--- src/design/rlrs_pkg.sv ---
package rlrs_pkg;

  localparam int unsigned LINE_DEPTH = 64;
  localparam int unsigned LINE_AW    = $clog2(LINE_DEPTH);
  localparam int unsigned PREFIX_LEN = 7;
  // Number of compared text characters after the prefix (up to 8 plus the end).
  localparam int unsigned TEXT_LEN   = 9;
  localparam int unsigned IDENT_MAX  = 8;

  // "SELECT ", first character in the low byte.
  localparam logic [8*PREFIX_LEN-1:0] SEL_PREFIX = 56'h20_54_43_45_4C_45_53;

  localparam logic [7:0] CHAR_LF = 8'h0A;
  localparam logic [7:0] CHAR_CR = 8'h0D;

  typedef enum logic [1:0] {
    OP_BYTE = 2'd0,
    OP_ACK  = 2'd1,
    OP_READ = 2'd2
  } op_e;

  typedef enum logic [0:0] {
    CFG_UNIT_IDENT = 1'b0,
    CFG_IDENT_LEN  = 1'b1
  } cfg_idx_e;

  typedef enum logic [2:0] {
    MODE_RECV    = 3'b001,
    MODE_HELD    = 3'b010,
    MODE_DISCARD = 3'b100
  } mode_e;

  typedef struct packed {
    logic [1:0] operation;
    logic [7:0] byte_value;
    logic [5:0] read_index;
  } in_word_t;

  typedef struct packed {
    logic       line_ready;
    logic [5:0] line_length;
    logic       transmit_off;
    logic       discarding;
    logic [7:0] read_data;
  } out_word_t;

  // Captured state of the line being assembled, used for the SELECT check.
  typedef struct packed {
    logic                  prefix_ok;
    logic [LINE_AW-1:0]    length;
    logic [TEXT_LEN*8-1:0] text;
  } sel_line_t;

endpackage

--- src/design/rs485_line_receiver_select_top.sv ---
// Line receiver: one word per cycle, each word answered by one result word in the
// cycle after it is taken. Bytes build a command line (up to 63 bytes) ending at
// CR or LF; the completed line is held until acknowledged, and transmit_off
// pulses on the completing word if the line reads "SELECT <id>" naming another
// unit. The held line sits in a 64-byte single-port-style memory whose
// registered read port serves the read operation; that read register, together
// with the result register, is the one stage of the block. in_ready_o drops only
// while a result waits for out_ready_i.
module rs485_line_receiver_select_top
  import rlrs_pkg::*;
(
  input  logic        clk_i,
  input  logic        rst_ni,
  input  logic        cfg_we_i,
  input  logic [0:0]  cfg_index_i,
  input  logic [63:0] cfg_data_i,
  input  logic        in_valid_i,
  output logic        in_ready_o,
  input  in_word_t    in_word_i,
  output logic        out_valid_o,
  input  logic        out_ready_i,
  output out_word_t   out_word_o
);

  logic [63:0]        unit_ident_q;
  logic [3:0]         ident_length_q;
  mode_e              mode_q, mode_d;
  logic [LINE_AW-1:0] wp_q, wp_d;
  logic               prefix_ok_q, prefix_ok_d;
  logic [7:0]         text_q [TEXT_LEN];
  logic [7:0]         line_mem_q [LINE_DEPTH];
  logic [7:0]         rdata_q;
  logic               rd_en_q, rd_en_d;
  logic               out_valid_q;
  out_word_t          res_q, res_d;

  logic               accept;
  logic               eol;
  logic               mem_we;
  logic               mem_re;
  logic [LINE_AW:0]   wp_inc;
  logic               toff;
  sel_line_t          sel_line;

  assign accept     = in_valid_i && in_ready_o;
  assign in_ready_o = !out_valid_q || out_ready_i;
  assign eol        = (in_word_i.byte_value == CHAR_LF) || (in_word_i.byte_value == CHAR_CR);
  assign wp_inc     = {1'b0, wp_q} + (LINE_AW + 1)'(1);

  always_comb begin
    sel_line.prefix_ok = prefix_ok_q;
    sel_line.length    = wp_q;
    for (int k = 0; k < TEXT_LEN; k++) begin
      sel_line.text[8*k +: 8] = text_q[k];
    end
  end

  rlrs_select_cmp u_sel (
    .line_i         (sel_line),
    .unit_ident_i   (unit_ident_q),
    .ident_length_i (ident_length_q),
    .other_o        (toff)
  );

  // Next state for one word.
  always_comb begin
    mode_d      = mode_q;
    wp_d        = wp_q;
    prefix_ok_d = prefix_ok_q;
    mem_we      = 1'b0;
    mem_re      = 1'b0;
    rd_en_d     = 1'b0;
    res_d       = '0;
    case (op_e'(in_word_i.operation))
      OP_BYTE: begin
        case (mode_q)
          MODE_DISCARD: begin
            if (eol) begin
              mode_d = MODE_RECV;
              wp_d   = '0;
            end
          end
          MODE_RECV: begin
            if (eol) begin
              mode_d             = MODE_HELD;
              res_d.transmit_off = toff;
            end else begin
              mem_we      = 1'b1;
              prefix_ok_d = ((wp_q == '0) ? 1'b1 : prefix_ok_q) &&
                            ((wp_q >= LINE_AW'(PREFIX_LEN)) ||
                             (in_word_i.byte_value == SEL_PREFIX[8*wp_q[2:0] +: 8]));
              if (wp_inc == (LINE_AW + 1)'(LINE_DEPTH)) begin
                mode_d = MODE_DISCARD;
                wp_d   = '0;
              end else begin
                wp_d = wp_inc[LINE_AW-1:0];
              end
            end
          end
          default: ;
        endcase
      end
      OP_ACK: begin
        mode_d = MODE_RECV;
        wp_d   = '0;
      end
      OP_READ: begin
        if (mode_q == MODE_HELD && in_word_i.read_index < wp_q) begin
          mem_re  = 1'b1;
          rd_en_d = 1'b1;
        end
      end
      default: ;
    endcase
    res_d.line_ready  = (mode_d == MODE_HELD);
    res_d.line_length = (mode_d == MODE_HELD) ? 6'(wp_d) : 6'd0;
    res_d.discarding  = (mode_d == MODE_DISCARD);
  end

  always_ff @(posedge clk_i or negedge rst_ni) begin
    if (!rst_ni) begin
      unit_ident_q   <= '0;
      ident_length_q <= '0;
    end else if (cfg_we_i) begin
      case (cfg_idx_e'(cfg_index_i))
        CFG_UNIT_IDENT: unit_ident_q   <= cfg_data_i;
        CFG_IDENT_LEN:  ident_length_q <= cfg_data_i[3:0];
        default: ;
      endcase
    end
  end

  always_ff @(posedge clk_i or negedge rst_ni) begin
    if (!rst_ni) begin
      mode_q      <= MODE_RECV;
      wp_q        <= '0;
      prefix_ok_q <= 1'b0;
      out_valid_q <= 1'b0;
      rd_en_q     <= 1'b0;
    end else begin
      if (accept) begin
        mode_q      <= mode_d;
        wp_q        <= wp_d;
        prefix_ok_q <= prefix_ok_d;
        rd_en_q     <= rd_en_d;
        out_valid_q <= 1'b1;
      end else if (out_ready_i) begin
        out_valid_q <= 1'b0;
      end
    end
  end

  // Result payload and captured text after the prefix.
  always_ff @(posedge clk_i) begin
    if (accept) begin
      res_q <= res_d;
      for (int k = 0; k < TEXT_LEN; k++) begin
        if (mem_we && wp_q == LINE_AW'(PREFIX_LEN + k)) begin
          text_q[k] <= in_word_i.byte_value;
        end
      end
    end
  end

  // Line memory: write at the fill position, registered read at the read index.
  always_ff @(posedge clk_i) begin
    if (accept && mem_we) begin
      line_mem_q[wp_q] <= in_word_i.byte_value;
    end
    if (accept && mem_re) begin
      rdata_q <= line_mem_q[in_word_i.read_index];
    end
  end

  always_comb begin
    out_word_o           = res_q;
    out_word_o.read_data = rd_en_q ? rdata_q : 8'h00;
  end

  assign out_valid_o = out_valid_q;

endmodule

--- src/design/rlrs_select_cmp.sv ---
module rlrs_select_cmp
  import rlrs_pkg::*;
(
  input  sel_line_t   line_i,
  input  logic [63:0] unit_ident_i,
  input  logic [3:0]  ident_length_i,
  output logic        other_o
);

  logic [3:0] n_chars;
  logic       done;
  logic       res;
  logic [7:0] tc;
  logic [7:0] ic;

  assign n_chars = (ident_length_i > 4'(IDENT_MAX)) ? 4'(IDENT_MAX) : ident_length_i;

  // Walk the text after the prefix; first difference or terminating zero decides.
  always_comb begin
    done = 1'b0;
    res  = 1'b1;
    tc   = '0;
    ic   = '0;
    for (int k = 0; k < TEXT_LEN; k++) begin
      tc = (LINE_AW'(PREFIX_LEN + k) < line_i.length) ? line_i.text[8*k +: 8] : 8'h00;
      ic = (k < IDENT_MAX && 4'(k) < n_chars) ? unit_ident_i[8*(k % IDENT_MAX) +: 8] : 8'h00;
      if (!done) begin
        if (tc != ic) begin
          res  = 1'b1;
          done = 1'b1;
        end else if (tc == 8'h00) begin
          res  = 1'b0;
          done = 1'b1;
        end
      end
    end
    other_o = (line_i.length >= LINE_AW'(PREFIX_LEN)) && line_i.prefix_ok && res;
  end

endmodule

--- config.mk ---
export PLATFORM = sky130hd
export DESIGN_NAME = rs485_line_receiver_select_top
export DESIGN_NICKNAME = d
export VERILOG_FILES = /design/src/design/rlrs_pkg.sv /design/src/design/rs485_line_receiver_select_top.sv /design/src/design/rlrs_select_cmp.sv
export SDC_FILE = /design/constraint.sdc
export NUM_CORES = 1
export LEC_CHECK = 0
export BUFFER_PORTS_ARGS = -buffer_cell sky130_fd_sc_hd__buf_2
export CAP_MARGIN = 20
export CORE_UTILIZATION = 55
export CTS_BUF_LIST = sky130_fd_sc_hd__clkbuf_8
export CTS_CLUSTER_DIAMETER = 80
export CTS_CLUSTER_SIZE = 14
export DETAILED_ROUTE_END_ITERATION = 10
export GPL_TIMING_DRIVEN = 0
export PLACE_DENSITY = 0.72
export SETUP_SLACK_MARGIN = 0.1
export SKIP_CTS_REPAIR_TIMING = 1
export SYNTH_ARGS = -nofsm -noshare
export SYNTH_HDL_FRONTEND = slang
export SYNTH_SLANG_ARGS = --single-unit
--- constraint.sdc ---
create_clock -name clk_i -period 7.1 [get_ports clk_i]
set_input_delay 1.42 -clock clk_i [delete_from_list [all_inputs] [get_ports clk_i]]
set_output_delay 1.42 -clock clk_i [all_outputs]
set_load 0.1 [all_outputs]
==> results of run 1 <==
[cells in the final DEF (no fill, tap or decap), drive strengths merged, types with 9 or more instances in the layout]
master,n
clkbuf,93
nor4bb,32
edfxtp,601
mux2,70
nand2b,9
buf,135
nor2,154
nand3,16
nand4,13
nand2,32
o22ai,29
dfrtp,79
mux4,168
xnor2,35
a21oi,29
inv,35
o21ai,40
ha,9
a31oi,39
[power breakdown]
group	internal (mW)	switching, mW
combinational	0.318	0.487
clock	0.697	1.21
sequential	4.43	0.0882
[kinds of logic after synthesis]
kind of cell	after synthesis
AO/OA/AOI/OAI	181
buffers and inverters	79
AND/OR/NAND/NOR	308
multiplexers	239
XOR/XNOR	36
flip-flops	681
adder cells (fa/ha/maj)	9
[how the worst min path moves through the flow]
| stage | cells past startpoint | slack [ns] | startpoint | endpoint |
|---|---|---|---|---|
| 5_1_grt | 1 | 0.57 | rst_ni | unit_ident_q[10] |
| 3_5_place_dp | 2 | 0.52 | out_valid_o | out_valid_o |
| 3_3_place_gp | 2 | 0.51 | out_valid_o | out_valid_o |
| 2_1_floorplan | 2 | 0.49 | mode_q[0] | mode_q[0] |
| 4_1_cts | 1 | 0.54 | rst_ni | unit_ident_q[10] |
| 6_report | 2 | 0.55 | out_valid_o | out_valid_o |
[layout make-up]
type,count,share of cell area (%)
sequential,681,65.9
tap,672,2.76
multi-input combinational,773,25.4
buffer,65,0.912
timing repair buffer,109,2.11
clock buffer,54,2.44
clock inverter,22,0.300
inverter,14,0.173
[metrics by stage]
step           setup WS (ns)  hold WS (ns)
6_report                1.71         0.553
2_1_floorplan           2.92         0.488
3_3_place_gp           0.784         0.506
5_1_grt                 1.63         0.570
4_1_cts                 1.96         0.541
3_5_place_dp            1.23         0.524
[Yosys cell counts (3+ instances only)]
library cell	number
a2111oi_0	3
a211oi_1	4
a21o_1	8
a21oi_1	28
a31oi_1	39
a41o_1	3
and2_1	8
and3_1	8
buf_1	7
buf_2	18
clkbuf_1	38
dfrtp_1	79
edfxtp_1	601
ha_1	9
inv_1	13
mux2_2	70
mux4_2	168
nand2_1	32
nand2b_1	9
nand3_1	16
nand4_1	13
nor2_1	154
nor2b_1	6
nor3_1	7
nor4_1	6
nor4bb_1	32
o21a_1	3
o21ai_0	39
o22ai_1	29
o31ai_1	5
or2_2	4
xnor2_1	35
[tightest hold or removal path, stage by stage (launching register included)]
cell	delay (ns)
dfrtp_1	0.37
nand2b_1	0.09
nand2b_1	0.07
[layer usage]
layer | vias to the layer above | wire length (µm) | global-route usage [%]
met5 | - | 26 | 0
li1 | 6546 | - | -
met4 | 4 | 1830 | 7.59
met1 | 7980 | 25600 | 34.7
met2 | 700 | 31600 | 41.2
met3 | 110 | 4870 | 3.66
[sequential cells by signal (all words and copies together) (netlist names)]
signal,flops
ident_length_q,4
line_mem_q,512
mode_q,3
out_valid_o,1
out_word_o,9
prefix_ok_q,1
rd_en_q,1
rdata_q,8
text_q,72
unit_ident_q,64
wp_q,6
==> metrics.csv, run 1 <==
stage,metric,value,unit
sta,f_max,0.185,GHz
logic_synthesis,Post-Synth XOR/XNOR Area,1.12,%
pwr,Pwr Density,238,nW/µm²
clocking,CTS sink cnt,681,
drt,Avg WL per Cell,26.7,µm
drt,First-pass DRT Iterations,6,
logic_synthesis,"area leader, netlist",edfxtp_1,
floorplanning,die width,228,µm
sta,Rel. slew slack,26.0,%
critical_path,R2R cell count,7,
final_layout,final instance area,30400,µm²
drt,vias per cell,6.42,
critical_path,cell family with most CP delay,simple AND/OR/NAND/NOR gates,
critical_path,Most Frequent Cell on Critical Path,buf_2,
logic_synthesis,top-area cell type share of the netlist area,64.2,%
critical_path,Worst EP arrival,5.70,ns
drt,total number of vias,15300,
clocking,CTS tree,yes,
job,max-cap violation count,0,
floorplanning,die extent in y,228,µm
placed_design,post-DP HPWL,42500,µm
floorplanning,DIE AREA,52000,µm²
logic_synthesis,Post-Syn Nets,1628,
critical_path,Worst EP required,7.40,ns
logic_synthesis,largest family of logic cells by synthesized area,multiplexers,
critical_path,Crit Path Category,in -> reg,
status,status,"finished, final reports clean",
final_layout,Fill cells,3701,
critical_path,critical path capture point type,flip-flop,
logic_synthesis,simple-gate share of the synthesized area,5.64,%
global_route,GR Overflow Total,0,
sta,fin crit period,5.39,ns
floorplanning,number of I/O pins,105,
final_layout,Register Area,20100,µm²
sta,RSZ-0062 raised after global routing,no,
placed_design,GP Congestion,0.902,
sta,number of setup violations in the final report,0,
global_route,initial antenna violation count,2,
clocking,worst-skew pair later-pin latency,0.69,ns
critical_path,"setup slack, reg-to-reg",2.89,ns
logic_synthesis,Synth Area in Adders,0.400,%
critical_path,Crit path depth,9,
critical_path,CP max FO,53,
critical_path,crit path to,line_mem_q[10][3],
sta,Max Clock Skew,0.0237,ns
min_path,Hold WC Path Type,reg -> reg,
sta,Final Cycle Share,76.0,%
sta,Worst-Margin Slew,1.10,ns
logic_synthesis,Syn Inst Count,1533,
clocking,"Clk pin slew, worst setup/hold paths",0.09,ns
global_route,vias in the first global route,15400,
placed_design,Placed Area,29600,µm²
floorplanning,Initial Util,55.9,%
logic_synthesis,asr flop ratio synth,11.7,%
critical_path,crit-path cells,buf_2 > buf_12 > nor3b_1 > o211ai_2 > nand2_1 > nor4_1 > buf_2 > nand3_1 > nor2_1,
sta,setup TNS,0,ns
logic_synthesis,yosys warns,0,
final_layout,ant diodes,0,
final_layout,"Core Util, Final",60.6,%
logic_synthesis,"EDFF count, synth",601,
placed_design,Port Buffers,103,
critical_path,RR Endpoint,line_mem_q[10][3],
drt,Final ANT Viol Nets,0,
clocking,Inserted Clock Buffers,54,
logic_synthesis,largest cells by area after synthesis,"edfxtp_1 (64%), mux4_2 (13%), dfrtp_1 (7.0%)",
final_layout,"Net count, final",1793,
placed_design,placed cells,2313,
critical_path,crit-path max cell delay,0.92,ns
logic_synthesis,post-synthesis compound-gate area fraction,4.06,%
logic_synthesis,post-synthesis mux area share,16.3,%
sta,final slew viol count,0,
floorplanning,row count,82,
drt,final wirelength,63900,µm
logic_synthesis,top_reg_cell synth,edfxtp_1,
drt,DRT iter0 DRCs,1570,
pwr,maximum vdd drop,168,µV
critical_path,CP Buf/Inv Count,3,
clocking,clock root buffer,clkbuf_8,
final_layout,area of the multi-input gates,7740,µm²
critical_path,CP Launch Point,in_word_i[6],
pwr,Tot Pwr,7.23,mW
critical_path,Startpoint Class,primary input,
logic_synthesis,syn avg cell area,18.3,µm²
logic_synthesis,"Cell Area, Synth",28100,µm²
logic_synthesis,Yosys cell types,64,
sta,"Hold Vio Cnt, Final",0,
clocking,H-tree Lvls,2,
global_route,all-layer global routing usage,24.9,%
critical_path,Worst path slowest cell,nor2_1,
drt,# DRC,0,
final_layout,share of cells above drive strength 1,25.3,%
global_route,largest net degree at the start of global routing,81,
clocking,CTS Buffer Depth,3,
final_layout,"non-filler cells, final",2390,
global_route,first-pass GRT wire length,95400,µm
pwr,static leakage,9.84,nW
final_layout,Layout area overhead,8.26,%
floorplanning,Core ar.,50300,µm²
logic_synthesis,Yosys reg bits,681,
logic_synthesis,post-synthesis sequential area ratio,71.3,%
critical_path,r2r startpoint,mode_q[0],
Power figures use the tool's default switching activity.
==> run 2, diff against run 1 <==
--- a/config.mk
+++ b/config.mk
@@ -13,7 +13,7 @@
 export CTS_CLUSTER_SIZE = 14
 export DETAILED_ROUTE_END_ITERATION = 10
 export GPL_TIMING_DRIVEN = 0
-export PLACE_DENSITY = 0.72
+export PLACE_DENSITY = 0.75
 export SETUP_SLACK_MARGIN = 0.1
 export SKIP_CTS_REPAIR_TIMING = 1
 export SYNTH_ARGS = -nofsm -noshare
==> constraint.sdc (replaced) <==
create_clock -name clk_i -period 4.9 [get_ports clk_i]
set_input_delay 0.98 -clock clk_i [delete_from_list [all_inputs] [get_ports clk_i]]
set_output_delay 0.98 -clock clk_i [all_outputs]
set_load 0.1 [all_outputs]
==> run 2 against run 1 <==
Critical path depth shrank 1; largest cell class unchanged; global-route usage shrank 0.20 points; total power grew 45%; via count down 0.89%; count of clock-buffer cells in the layout grew 1; critical path type unchanged; non-clock buffer count stayed put; register-to-register slack got worse by 2.0 ns; sequential power up 45%; worst setup slack got worse by 1.6 ns; first-iteration DRC count is 9.9% higher; die area unchanged.
==> metrics.csv, run 2 (synthesized netlist as in run 1, its figures left out) <==
stage,metric,value,unit,change
clocking,H-tree Lvls,2,,unchanged
clocking,CTS tree,yes,,
clocking,worst-skew pair later-pin latency,0.68,ns,about the same
pwr,Internal Pwr Total,7.90,mW,+45%
sta,number of setup violations in the final report,0,,unchanged
floorplanning,die width,228,µm,unchanged
sta,Final Cycle Share,96.8,%,
drt,vias per cell,6.35,,-1.1%
sta,Worst-Margin Slew,1.13,ns,+0.0288 ns
final_layout,"Net count, final",1793,,unchanged
pwr,power share of the sequential group,62.3,%,-0.2 points
pwr,Pwr Density,345,nW/µm²,+45%
drt,total number of vias,15200,,-0.89%
sta,RSZ-0062 raised after global routing,no,,
global_route,initial antenna violation count,0,,-2
placed_design,pre-CTS setup slack,-0.430,ns,-1.66 ns
sta,"Hold Vio Cnt, Final",0,,unchanged
sta,final slew viol count,0,,unchanged
global_route,GR Overflow Total,0,,unchanged
placed_design,GP Congestion,0.917,,+1.6%
min_path,Hold WC Path Type,in -> async,,
floorplanning,row count,82,,unchanged
final_layout,max reg flops,512,,unchanged
final_layout,final instance area,30500,µm²,about the same
pwr,Comb pwr share,11.0,%,about the same
placed_design,post-DP HPWL,42100,µm,-1.1%
sta,Rel. slew slack,24.1,%,-1.9 points
status,status,"finished, final reports clean",,
critical_path,critical path capture point type,flip-flop,,
final_layout,"commonest non-fill, non-tap cell in the layout",edfxtp_1,,
final_layout,Layout area overhead,8.32,%,about the same
clocking,clock root buffer,clkbuf_8,,
pwr,Clk network pwr share,26.6,%,+0.2 points
global_route,all-layer global routing usage,24.7,%,-0.20 points
pwr,Sw Pwr,2.60,mW,+45%
final_layout,share of cells above drive strength 1,25.4,%,+0.12 points
drt,DRT iter0 DRCs,1726,,+9.9%
sta,f_max,0.211,GHz,
floorplanning,Initial Util,55.9,%,unchanged
final_layout,Largest regs,"line_mem_q: 512 flops, text_q: 72 flops, unit_ident_q: 64 flops",,
clocking,CTS Buffer Depth,3,,unchanged
floorplanning,DIE AREA,52000,µm²,unchanged
clocking,CTS sink cnt,681,,unchanged
pwr,static leakage,9.85,nW,+0.19%
critical_path,Startpoint Class,primary input,,
sta,setup ws final,0.155,ns,-1.55 ns
global_route,vias in the first global route,15300,,-0.75%
final_layout,area of the multi-input gates,7740,µm²,about the same
critical_path,CP max FO,80,,+51%
sta,fin crit period,4.74,ns,
placed_design,Port Buffers,103,,unchanged
final_layout,Reg with most FFs,line_mem_q,,
pwr,Sw Ratio,24.8,%,about the same
floorplanning,Core ar.,50300,µm²,unchanged
drt,Final ANT Viol Nets,0,,unchanged
sta,setup TNS,0,ns,unchanged
drt,final wirelength,63400,µm,-0.85%
job,max-cap violation count,0,,unchanged
pwr,maximum vdd drop,235,µV,+40%
drt,# DRC,0,,unchanged
global_route,first-pass GRT wire length,95400,µm,about the same
clocking,"Clk pin slew, worst setup/hold paths",0.10,ns,about the same
final_layout,Fill cells,3608,,-2.5%
final_layout,Register Area,20100,µm²,unchanged
critical_path,Worst EP required,5.20,ns,-2.20 ns
final_layout,"non-filler cells, final",2395,,+0.21%
sta,Max Clock Skew,0.0241,ns,+0.000333 ns
floorplanning,die extent in y,228,µm,unchanged
placed_design,Placed Area,29600,µm²,about the same
global_route,largest net degree at the start of global routing,81,,unchanged
floorplanning,number of I/O pins,105,,unchanged
critical_path,Crit Path Category,in -> reg,,
critical_path,Worst EP arrival,5.04,ns,-0.66 ns
drt,First-pass DRT Iterations,5,,-1
drt,Avg WL per Cell,26.5,µm,-1.1%
placed_design,placed cells,2313,,unchanged
clocking,Inserted Clock Buffers,54,,unchanged
final_layout,most frequent cells in the layout,"edfxtp_1 (601), mux4_2 (168), nor2_1 (151)",,
[run 2: cell count changes in the layout (fill, tap and decap cells not counted), sizes merged]
cell    delta
clkbuf     +1
clkinv     +1
diode      +1
inv        +2
[run 2: final timing paths]
path | depth (start not counted) | start | endpoint | slack [ns]
worst max-delay path | 8 | in_word_i[8] | line_mem_q[12][1] | 0.16
worst min-delay path | 1 | rst_ni | unit_ident_q[14] | 0.14
worst max register to register | 7 | mode_q[0] | line_mem_q[12][1] | 0.90
worst min register to register | 2 | mode_q[0] | mode_q[0] | 0.55
max in group asynchronous | 2 | rst_ni | unit_ident_q[45] | 4.13
min in group clk_i | 2 | in_valid_i | out_valid_o | 0.52
[run 2: layout make-up]
type | count | share of cell area [%]
buffer | 65 | 0.912
inverter | 14 | 0.173
antenna | 1 | 0.00822
clock inverter | 25 | 0.325
sequential | 681 | 65.8
tap | 672 | 2.76
multi-input combinational | 773 | 25.4
timing repair buffer | 109 | 2.08
clock buffer | 55 | 2.49
[run 2: metal layers]
| metal | track usage [%] | share of wire [%] | vias to the layer above |
|---|---|---|---|
| li1 | - | - | 6555 |
| met1 | 34.3 | 40 | 7812 |
| met2 | 40.4 | 49 | 714 |
| met3 | 4.55 | 7.9 | 122 |
| met4 | 7.51 | 3.2 | 0 |
| met5 | 0 | 0 | - |
[run 2: per-stage QoR]
step	power, mW	hold slack, ns	utilization, %
floorplan	7.37	0.488	-
global placement	7.78	0.510	58.6
detailed placement	7.82	0.531	58.8
CTS	10.5	0.110	60.5
global route	10.8	0.126	60.6
finish	10.5	0.145	60.6
[run 2: critical path, cell delays in order]
cell      delay, ns
buf_4          0.68
nor3b_1        0.20
o211ai_2       0.44
nand2_1        0.23
nor4_1         0.58
buf_2          0.37
nand3_1        0.60
nor2_1         0.88
[run 2: power groups by stage]
| stage | Sequential [mW] | Clock [mW] | Combinational, mW |
|---|---|---|---|
| after global routing | 6.56 | 3.04 | 1.24 |
| final | 6.55 | 2.80 | 1.16 |
| after global placement | 6.67 | 0 | 1.11 |
| after detailed placement | 6.68 | 0 | 1.15 |
| after floorplan | 6.66 | 0 | 0.705 |
| after CTS | 6.54 | 2.85 | 1.15 |
